## src/rtl/core/psc_pkg.sv

```systemverilog
// ----------------------------------------------------------------------------
// psc_pkg
// shared types and constants for the barometer compensation block
// ----------------------------------------------------------------------------
package psc_pkg;

	localparam int unsigned WordW = 32;

	typedef logic [WordW-1:0] word_t;

	// configuration register indexes
	typedef enum logic [2:0] {
		CfgCoeffASigned   = 3'd0,
		CfgCoeffAUnsigned = 3'd1,
		CfgCoeffB         = 3'd2,
		CfgCoeffM         = 3'd3,
		CfgOversampling   = 3'd4
	} cfg_index_t;

	localparam logic ActTemperature = 1'b0;
	localparam logic ActPressure    = 1'b1;

	localparam logic signed [WordW-1:0] TempOffset   = 32'sd4000;
	localparam logic [WordW-1:0]        B4Bias       = 32'd32768;
	localparam logic [WordW-1:0]        B7Scale      = 32'd50000;
	localparam logic signed [WordW-1:0] PolyC1       = 32'sd3038;
	localparam logic signed [WordW-1:0] PolyC2       = -32'sd7357;
	localparam logic signed [WordW-1:0] PolyC3       = 32'sd3791;
	localparam logic signed [WordW-1:0] TempRound    = 32'sd8;
	localparam logic signed [WordW-1:0] TempScale    = 32'sd10;

	// divider handshake
	typedef struct packed {
		logic  start;
		word_t dividend;
		word_t divisor;
	} div_req_t;

	typedef struct packed {
		logic  done;
		word_t quotient;
	} div_rsp_t;

endpackage

```

## src/rtl/core/psc_div.sv

```systemverilog
// ----------------------------------------------------------------------------
// psc_div
// unsigned restoring divider, one quotient bit per cycle
// ----------------------------------------------------------------------------
module psc_div (
	input  logic                clk,
	input  logic                arst_n,
	input  psc_pkg::div_req_t   req,
	output psc_pkg::div_rsp_t   rsp
);

	localparam int unsigned CntW = $clog2(psc_pkg::WordW);

	logic [psc_pkg::WordW:0]   rem_q;
	psc_pkg::word_t            quo_q;
	psc_pkg::word_t            dvs_q;
	logic [CntW-1:0]           cnt_q;
	logic                      busy_q;
	logic                      done_q;

	logic [psc_pkg::WordW:0]   rem_sh;
	logic [psc_pkg::WordW:0]   rem_sub;

	assign rem_sh  = {rem_q[psc_pkg::WordW-1:0], quo_q[psc_pkg::WordW-1]};
	assign rem_sub = rem_sh - {1'b0, dvs_q};

	always_ff @(posedge clk or negedge arst_n) begin
		if (!arst_n) begin
			busy_q <= 1'b0;
			done_q <= 1'b0;
			cnt_q  <= '0;
		end else begin
			done_q <= !req.start && busy_q && (cnt_q == '0);
			if (req.start) begin
				busy_q <= 1'b1;
				cnt_q  <= CntW'(psc_pkg::WordW - 1);
			end else if (busy_q) begin
				cnt_q <= cnt_q - 1'b1;
				if (cnt_q == '0) begin
					busy_q <= 1'b0;
				end
			end
		end
	end

	always_ff @(posedge clk) begin
		if (req.start) begin
			rem_q <= '0;
			quo_q <= req.dividend;
			dvs_q <= req.divisor;
		end else if (busy_q) begin
			if (!rem_sub[psc_pkg::WordW]) begin
				rem_q <= rem_sub;
				quo_q <= {quo_q[psc_pkg::WordW-2:0], 1'b1};
			end else begin
				rem_q <= rem_sh;
				quo_q <= {quo_q[psc_pkg::WordW-2:0], 1'b0};
			end
		end
	end

	assign rsp.done     = done_q;
	assign rsp.quotient = quo_q;

endmodule

```

## src/rtl/core/pressure_sensor_compensation.sv

```systemverilog
// ----------------------------------------------------------------------------
// pressure_sensor_compensation
// integer temperature and pressure compensation of a digital barometer
// ----------------------------------------------------------------------------
// channel  direction  handshake             beat
// in       sink       in_valid / in_stall   action, raw_sample
// out      source     out_valid / out_stall kind, value, div_error
// cfg      sink       cfg_valid / cfg_ready cfg_index, cfg_data
//
// accept to result loaded: temperature via S_T0-S_T2, 32-step divider, S_T4,
// S_FIN; pressure via S_P0-S_P7, the divider, S_P9-S_P11, S_FIN; a zero divisor
// skips the divider; each product is one step of the shared 32x32 multiplier
// one item at a time: in_stall is high from accept until the result is loaded
// into the output register, which then holds it while out_stall is high
// reset clears the kept temperature term and all calibration registers
// ----------------------------------------------------------------------------
module pressure_sensor_compensation (
	input  logic         clk,
	input  logic         arst_n,
	input  logic         in_valid,
	output logic         in_stall,
	input  logic         action,
	input  logic [23:0]  raw_sample,
	output logic         out_valid,
	input  logic         out_stall,
	output logic         kind,
	output logic signed [31:0] value,
	output logic         div_error,
	input  logic         cfg_valid,
	output logic         cfg_ready,
	input  logic [2:0]   cfg_index,
	input  logic [47:0]  cfg_data
);

	typedef enum logic [4:0] {
		S_IDLE, S_T0, S_T1, S_T2, S_TDIV, S_T4, S_T5,
		S_P0, S_P1, S_P2, S_P3, S_P4, S_P5, S_P6, S_P7, S_PDIV,
		S_P9, S_P10, S_P11, S_FIN
	} state_t;

	state_t state_q;

	logic [47:0] cas_q;
	logic [47:0] cau_q;
	logic [31:0] cb_q;
	logic [31:0] cm_q;
	logic [1:0]  oss_q;
	logic signed [31:0] temp_term_q;

	logic [23:0] raw_q;
	logic signed [31:0] mul_a_q, mul_b_q;
	logic signed [31:0] x1_q, b6_q, sq_q, b3_q, p_q;
	logic [31:0]        b4_q;
	logic               neg_q, dbl_q;
	logic               div_start_q;
	logic [31:0]        div_dividend_q, div_divisor_q;

	logic               res_kind_q, res_err_q;
	logic signed [31:0] res_value_q;
	logic               out_valid_q, kind_q, div_error_q;
	logic signed [31:0] value_q;

	psc_pkg::div_req_t  div_req;
	psc_pkg::div_rsp_t  div_rsp;

	// calibration words
	logic signed [31:0] ac1, ac2, ac3, b1, b2, mc, md;
	logic [31:0]        ac4, ac5, ac6;

	assign ac1 = {{16{cas_q[47]}}, cas_q[47:32]};
	assign ac2 = {{16{cas_q[31]}}, cas_q[31:16]};
	assign ac3 = {{16{cas_q[15]}}, cas_q[15:0]};
	assign ac4 = {16'd0, cau_q[47:32]};
	assign ac5 = {16'd0, cau_q[31:16]};
	assign ac6 = {16'd0, cau_q[15:0]};
	assign b1  = {{16{cb_q[31]}}, cb_q[31:16]};
	assign b2  = {{16{cb_q[15]}}, cb_q[15:0]};
	assign mc  = {{16{cm_q[31]}}, cm_q[31:16]};
	assign md  = {{16{cm_q[15]}}, cm_q[15:0]};

	// shared multiplier, low 32 bits
	logic signed [31:0] prod;
	assign prod = mul_a_q * mul_b_q;

	// temperature helpers
	logic signed [31:0] t_den, t_num, t_x2, t_b5;
	assign t_den = x1_q + md;
	assign t_num = mc <<< 11;
	assign t_x2  = neg_q ? -$signed(div_rsp.quotient) : $signed(div_rsp.quotient);
	assign t_b5  = x1_q + t_x2;

	// pressure helpers
	logic signed [31:0] p_b3a, p_b3b, p_x3, p_b6;
	logic [31:0]        p_up, p_b4, p_quo;
	assign p_b6  = temp_term_q - psc_pkg::TempOffset;
	assign p_b3a = (ac1 <<< 2) + x1_q + (prod >>> 11);
	assign p_b3b = p_b3a <<< oss_q;
	assign p_x3  = (x1_q + (prod >>> 16) + 32'sd2) >>> 2;
	assign p_up  = {8'd0, raw_q >> (4'd8 - {2'd0, oss_q})};
	assign p_b4  = $unsigned(prod) >> 15;
	assign p_quo = dbl_q ? {div_rsp.quotient[30:0], 1'b0} : div_rsp.quotient;

	logic out_take;
	assign out_take = out_valid_q && !out_stall;

	always_ff @(posedge clk or negedge arst_n) begin
		if (!arst_n) begin
			cas_q <= '0;
			cau_q <= '0;
			cb_q  <= '0;
			cm_q  <= '0;
			oss_q <= '0;
		end else if (cfg_valid) begin
			unique case (cfg_index)
				psc_pkg::CfgCoeffASigned:   cas_q <= cfg_data;
				psc_pkg::CfgCoeffAUnsigned: cau_q <= cfg_data;
				psc_pkg::CfgCoeffB:         cb_q  <= cfg_data[31:0];
				psc_pkg::CfgCoeffM:         cm_q  <= cfg_data[31:0];
				psc_pkg::CfgOversampling:   oss_q <= cfg_data[1:0];
				default: ;
			endcase
		end
	end

	always_ff @(posedge clk or negedge arst_n) begin
		if (!arst_n) begin
			state_q     <= S_IDLE;
			temp_term_q <= '0;
			div_start_q <= 1'b0;
			out_valid_q <= 1'b0;
		end else begin
			// the final state reloads the output register itself
			if (out_take && state_q != S_FIN) out_valid_q <= 1'b0;
			unique case (state_q)
				S_IDLE: begin
					if (in_valid) begin
						raw_q   <= raw_sample;
						state_q <= (action == psc_pkg::ActPressure) ? S_P0 : S_T0;
					end
				end
				S_T0: begin
					mul_a_q <= $signed({16'd0, raw_q[15:0]} - ac6);
					mul_b_q <= $signed(ac5);
					state_q <= S_T1;
				end
				S_T1: begin
					x1_q    <= prod >>> 15;
					state_q <= S_T2;
				end
				S_T2: begin
					res_kind_q <= psc_pkg::ActTemperature;
					if (t_den == '0) begin
						res_value_q <= '0;
						res_err_q   <= 1'b1;
						state_q     <= S_FIN;
					end else begin
						div_dividend_q <= t_num[31] ? $unsigned(-t_num) : $unsigned(t_num);
						div_divisor_q  <= t_den[31] ? $unsigned(-t_den) : $unsigned(t_den);
						neg_q          <= t_num[31] ^ t_den[31];
						div_start_q    <= 1'b1;
						state_q        <= S_TDIV;
					end
				end
				S_TDIV: begin
					div_start_q <= 1'b0;
					if (div_rsp.done) begin
						temp_term_q <= t_b5;
						mul_a_q     <= (t_b5 + psc_pkg::TempRound) >>> 4;
						mul_b_q     <= psc_pkg::TempScale;
						state_q     <= S_T4;
					end
				end
				S_T4: begin
					res_value_q <= prod;
					res_err_q   <= 1'b0;
					state_q     <= S_FIN;
				end
				S_T5: state_q <= S_FIN;
				S_P0: begin
					b6_q    <= p_b6;
					mul_a_q <= p_b6;
					mul_b_q <= p_b6;
					state_q <= S_P1;
				end
				S_P1: begin
					sq_q    <= prod >>> 12;
					mul_a_q <= b2;
					mul_b_q <= prod >>> 12;
					state_q <= S_P2;
				end
				S_P2: begin
					x1_q    <= prod >>> 11;
					mul_a_q <= ac2;
					mul_b_q <= b6_q;
					state_q <= S_P3;
				end
				S_P3: begin
					b3_q    <= (p_b3b + 32'sd2) >>> 2;
					mul_a_q <= ac3;
					mul_b_q <= b6_q;
					state_q <= S_P4;
				end
				S_P4: begin
					x1_q    <= prod >>> 13;
					mul_a_q <= b1;
					mul_b_q <= sq_q;
					state_q <= S_P5;
				end
				S_P5: begin
					mul_a_q <= $signed(ac4);
					mul_b_q <= p_x3 + $signed(psc_pkg::B4Bias);
					state_q <= S_P6;
				end
				S_P6: begin
					res_kind_q <= psc_pkg::ActPressure;
					b4_q       <= p_b4;
					if (p_b4 == '0) begin
						res_value_q <= '0;
						res_err_q   <= 1'b1;
						state_q     <= S_FIN;
					end else begin
						mul_a_q <= $signed(p_up) - b3_q;
						mul_b_q <= $signed(psc_pkg::B7Scale >> oss_q);
						state_q <= S_P7;
					end
				end
				S_P7: begin
					// large b7 divides first and doubles after
					dbl_q          <= prod[31];
					div_dividend_q <= prod[31] ? $unsigned(prod) : {prod[30:0], 1'b0};
					div_divisor_q  <= b4_q;
					div_start_q    <= 1'b1;
					state_q        <= S_PDIV;
				end
				S_PDIV: begin
					div_start_q <= 1'b0;
					if (div_rsp.done) begin
						p_q     <= $signed(p_quo);
						mul_a_q <= $signed(p_quo) >>> 8;
						mul_b_q <= $signed(p_quo) >>> 8;
						state_q <= S_P9;
					end
				end
				S_P9: begin
					mul_a_q <= prod;
					mul_b_q <= psc_pkg::PolyC1;
					state_q <= S_P10;
				end
				S_P10: begin
					x1_q    <= prod >>> 16;
					mul_a_q <= p_q;
					mul_b_q <= psc_pkg::PolyC2;
					state_q <= S_P11;
				end
				S_P11: begin
					res_value_q <= p_q + ((x1_q + (prod >>> 16) + psc_pkg::PolyC3) >>> 4);
					res_err_q   <= 1'b0;
					state_q     <= S_FIN;
				end
				S_FIN: begin
					if (!out_valid_q || !out_stall) begin
						out_valid_q <= 1'b1;
						kind_q      <= res_kind_q;
						value_q     <= res_value_q;
						div_error_q <= res_err_q;
						state_q     <= S_IDLE;
					end
				end
				default: state_q <= S_IDLE;
			endcase
		end
	end

	assign div_req.start    = div_start_q;
	assign div_req.dividend = div_dividend_q;
	assign div_req.divisor  = div_divisor_q;

	psc_div u_div (
		.clk    (clk),
		.arst_n (arst_n),
		.req    (div_req),
		.rsp    (div_rsp)
	);

	assign in_stall  = (state_q != S_IDLE);
	assign out_valid = out_valid_q;
	assign kind      = kind_q;
	assign value     = value_q;
	assign div_error = div_error_q;
	assign cfg_ready = 1'b1;

endmodule
```

## config.mk

```make
export PLATFORM = sky130hd
export DESIGN_NAME = pressure_sensor_compensation
export DESIGN_NICKNAME = d
export VERILOG_FILES = /design/src/rtl/core/psc_pkg.sv /design/src/rtl/core/psc_div.sv /design/src/rtl/core/pressure_sensor_compensation.sv
export SDC_FILE = /design/constraint.sdc
export NUM_CORES = 2
export LEC_CHECK = 0
export BUFFER_PORTS_ARGS = -buffer_cell sky130_fd_sc_hd__buf_2
export CORE_MARGIN = 2
export CORE_UTILIZATION = 44
export DETAILED_ROUTE_END_ITERATION = 6
export SETUP_SLACK_MARGIN = 0.15
export SLEW_MARGIN = 10
export SYNTH_ARGS = -nofsm -noshare
export SYNTH_HDL_FRONTEND = slang
export SYNTH_SLANG_ARGS = --single-unit
```

## constraint.sdc

```tcl
create_clock -name clk -period 27.1 [get_ports clk]
set_input_delay 1.355 -clock clk [delete_from_list [all_inputs] [get_ports clk]]
set_output_delay 1.355 -clock clk [all_outputs]
set_load 0.05 [all_outputs]
```

==> key figures <==
Route
  • Drt total wl: 211,000 µm
  • DR WL/cell: about 26 µm
  • Via/cell ratio: just under 6
  • DR pass1 iterations: 7
  • Post-route DRC: 34
  • Initial DRC count: 5,678
  • DR vias: 48,000
  • Post-DRT Antenna Nets: 0

Clocking
  • Max clock buf depth: 3
  • CTS Hold Buffers Added: 0
  • CTS Sinks: approximately 680
  • CTS tree: yes
  • CTS resizes: 0
  • CTS root buffer: clkbuf_16
  • Inserted Clock Buffers: 80
  • Clock slew seen by the registers of the worst setup and hold paths: roughly 60 ps
  • Max H-tree Level: 3
  • Setup repair bufs after CTS: 0
  • Clk Latency, worst-skew pair: around 740 ps

Min path
  • Min-Delay Startpoint: div_divisor_q[26]$_SDFFCE_PP0P_
  • Hold Crit Depth: 0
  • Worst min path class: flip-flop to flip-flop
  • Hold EP: u_div.dvs_q[26]$_DFFE_PP_

Worst setup path
  • Startpoint type of the worst setup path: flip-flop
  • Max incr delay on CP: between 1000 and 1500 ps
  • Crit-path max FO: 62
  • CP Data Arrival Time: around 14,000 ps
  • Worst reg-to-reg path cell count: 44
  • Slowest cell on crit path: edfxtp_1
  • Crit. End Element: flip-flop
  • Setup CP Type: flip-flop to flip-flop
  • WP data required: ~28,000 ps
  • Crit-path most repeated cell: a21oi_1
  • CP bufs+invs: 5
  • R2r endpoint: res_value_q[30]$_SDFFCE_PP0P_
  • Worst R2R Setup Slack: between 10,000 and 15,000 ps
  • Top delay family on crit path: adder cells
  • Worst reg2reg path startpoint: mul_b_q[4]$_DFFE_PP_

Placement
  • Hpwl dp: around 160,000 µm
  • Port-buffer cells: between 100 and 150
  • GPL Wtd Cong: around 1.0

Run status
  • Failing checks: DRC
  • Status: complete, but fails checks

Yosys
  • Yosys reg bits: slightly below 700
  • Mean Syn Cell Area: approximately 9.7 µm²
  • Area leader, netlist: edfxtp_1
  • Yosys warnings: 0
  • Synth top cells by count: 688 x inv_1, 596 x nand2_1, 438 x edfxtp_1, 435 x fa_1, 368 x ha_1
  • Number of synthesized flops with an enable pin: between 400 and 500
  • Top post-synthesis cells by area: edfxtp_1 22%, fa_1 14%, dfrtp_1 8.7%, ha_1 7.7%, inv_1 4.3%
  • Cell variety after synth: around 120
  • Asr flop ratio synth: 30.7%
  • Mapped Area: 60,100 µm²
  • Mapped Cells: 6,201
  • Top cell type's share of synthesized area: between 20% and 30%
  • Sequential element share of the synthesized area: between 30% and 40%
  • Most frequent cell after synthesis: inv_1
  • Primary FF master, synth: edfxtp_1

STA
  • RSZ-0062 raised after global routing: no
  • Final setup vio count: 0
  • Min Tclk post-route: 13,800 ps
  • Worst rel slew slack: a little under a fifth
  • Layout Skew: slightly above 90 ps
  • Setup TNS: 0 ps
  • Worst-margin pin slew: 1220 ps
  • Hold violation count in the final report: 0
  • Max-slew violations: 0
  • Tcrit/Tclk final: roughly half
  • Max Clk Rate: between 70 and 80 MHz

Layout
  • Syn-to-layout area delta: 8.96%
  • Fin nets: between 7,000 and 8,000
  • Fill cell count: roughly 13,000
  • Fraction of layout cells with a size suffix above 1: a little over a tenth

Floorplan
  • Die W: 374 µm
  • Initial Utilization: 44.4%
  • Cell row count: around 140
  • DIE AREA: 140,000 µm²
  • Core Box Area: between 100,000 and 150,000 µm²
  • Die Y: approximately 370 µm
  • Ports: about 120

Global route
  • Grt ovf: 0
  • Met1 Resource Use GR: about 40%
  • Total track usage: 29.9%
  • M2 GR Usage: between 40% and 50%
  • Global route hottest layer: met2
  • Initial antenna violation count: 22
  • GR Layer Usage met3: under 10%
  • Number of global-route vias before repair: roughly 46,000
  • First-pass GRT wire length: a little over 300,000 µm
  • Largest net degree at the start of global routing: 81

Job
  • Max cap viols: 0
## cell usage in the layout (no fill, tap or decap), drive strengths merged, types with 223 or more instances in the layout
cell type,synthesis,routed
fa,435,435
edfxtp,438,438
nand2,596,596
nor2,355,355
xnor2,267,267
inv,688,694
ha,368,368
o21ai,257,257
and2,343,343
mux2,223,223
a21oi,298,298
## metrics by stage
stage / setup WS [ps] / instance area [µm²] / hold WS [ps] / utilization (%) / instances
after floorplan: 15120 / 60100 / 400 / - / 6209
after global placement: 13540 / 62700 / 402 / 46.3 / 7917
after detailed placement: 13370 / 62700 / 405 / 46.3 / 7917
after CTS: 13310 / 65400 / 413 / 48.3 / 8062
after global routing: 12380 / 65500 / 424 / 48.3 / 8065
final: 13300 / 65500 / 413 / 48.3 / 8072
## final cells by class
cell class / count / area, µm² / area share (%)
Multi-Input combinational cell: 4557 / 37600 / 57.4
Tap cell: 1781 / 2230 / 3.40
Sequential cell: 678 / 19000 / 29.0
Timing Repair Buffer: 209 / 1290 / 1.97
Clock buffer: 103 / 2180 / 3.34
Clock inverter: 42 / 556 / 0.848
Antenna cell: 10 / 25.0 / 0.0382
Inverter: 692 / 2600 / 3.97
## worst max path at each step
stage	start	to	slack [ps]	cells past startpoint
2_1_floorplan	mul_b_q[2]$_DFFE_PP_	res_value_q[30]$_SDFFCE_PP0P_	15120	41
3_3_place_gp	mul_b_q[9]$_DFFE_PP_	res_value_q[30]$_SDFFCE_PP0P_	13540	40
3_5_place_dp	mul_b_q[9]$_DFFE_PP_	res_value_q[30]$_SDFFCE_PP0P_	13370	40
4_1_cts	mul_b_q[9]$_DFFE_PP_	res_value_q[30]$_SDFFCE_PP0P_	13310	40
5_1_grt	mul_b_q[2]$_DFFE_PP_	res_value_q[30]$_SDFFCE_PP0P_	12380	44
6_report	mul_b_q[4]$_DFFE_PP_	res_value_q[30]$_SDFFCE_PP0P_	13300	44
## worst reg2reg max path: cells and delay by family, from the launching register on
kind / cells / cell delay (ps)
AO/OA/AOI/OAI: 20 / 4270
XOR/XNOR: 3 / 550
adder cells (fa/ha/maj): 11 / 5180
buffers and inverters: 5 / 840
flip-flops: 1 / 1020
AND/OR/NAND/NOR: 5 / 1650
## logic make-up (layout without fill, tap and decap cells)
kind of cell	after synthesis	count (layout)	synth area share, %
buffers and inverters	974	1046	6.12
and+or+nand+nor	1811	1811	14.9
other	2	20	0.0125
AOI/OAI and AO/OA	1261	1261	14.3
xor gates and xnor gates	418	418	6.12
adders and majority gates	804	804	22.2
muxes	253	253	4.75
DFF	678	678	31.6
## layer usage
metal | up-vias | part of all wire [%]
met5 | - | 0.066
met4 | 12 | 5.8
met3 | 517 | 9.9
met2 | 2297 | 43
met1 | 23700 | 41
li1 | 21500 | -
## flip-flops by register name, summed over array words and instances (netlist names), 5 cells and up
| name | count |
|---|---|
| cas_q | 48 |
| cau_q | 48 |
| b6_q | 32 |
| cb_q | 32 |
| cm_q | 32 |
| div_dividend_q | 32 |
| div_divisor_q | 32 |
| mul_a_q | 32 |
| mul_b_q | 32 |
| p_q | 32 |
| res_value_q | 32 |
| temp_term_q | 32 |
| u_div.dvs_q | 32 |
| u_div.quo_q | 32 |
| u_div.rem_q | 32 |
| value | 32 |
| b3_q | 30 |
| raw_q | 24 |
| x1_q | 21 |
| sq_q | 20 |
| b4_q | 17 |
| state_q | 5 |
| u_div.cnt_q | 5 |
Power is left out: the tool's default activity adds up to more than one toggle a clock period on the data nets, which glitch-free logic cannot reach.
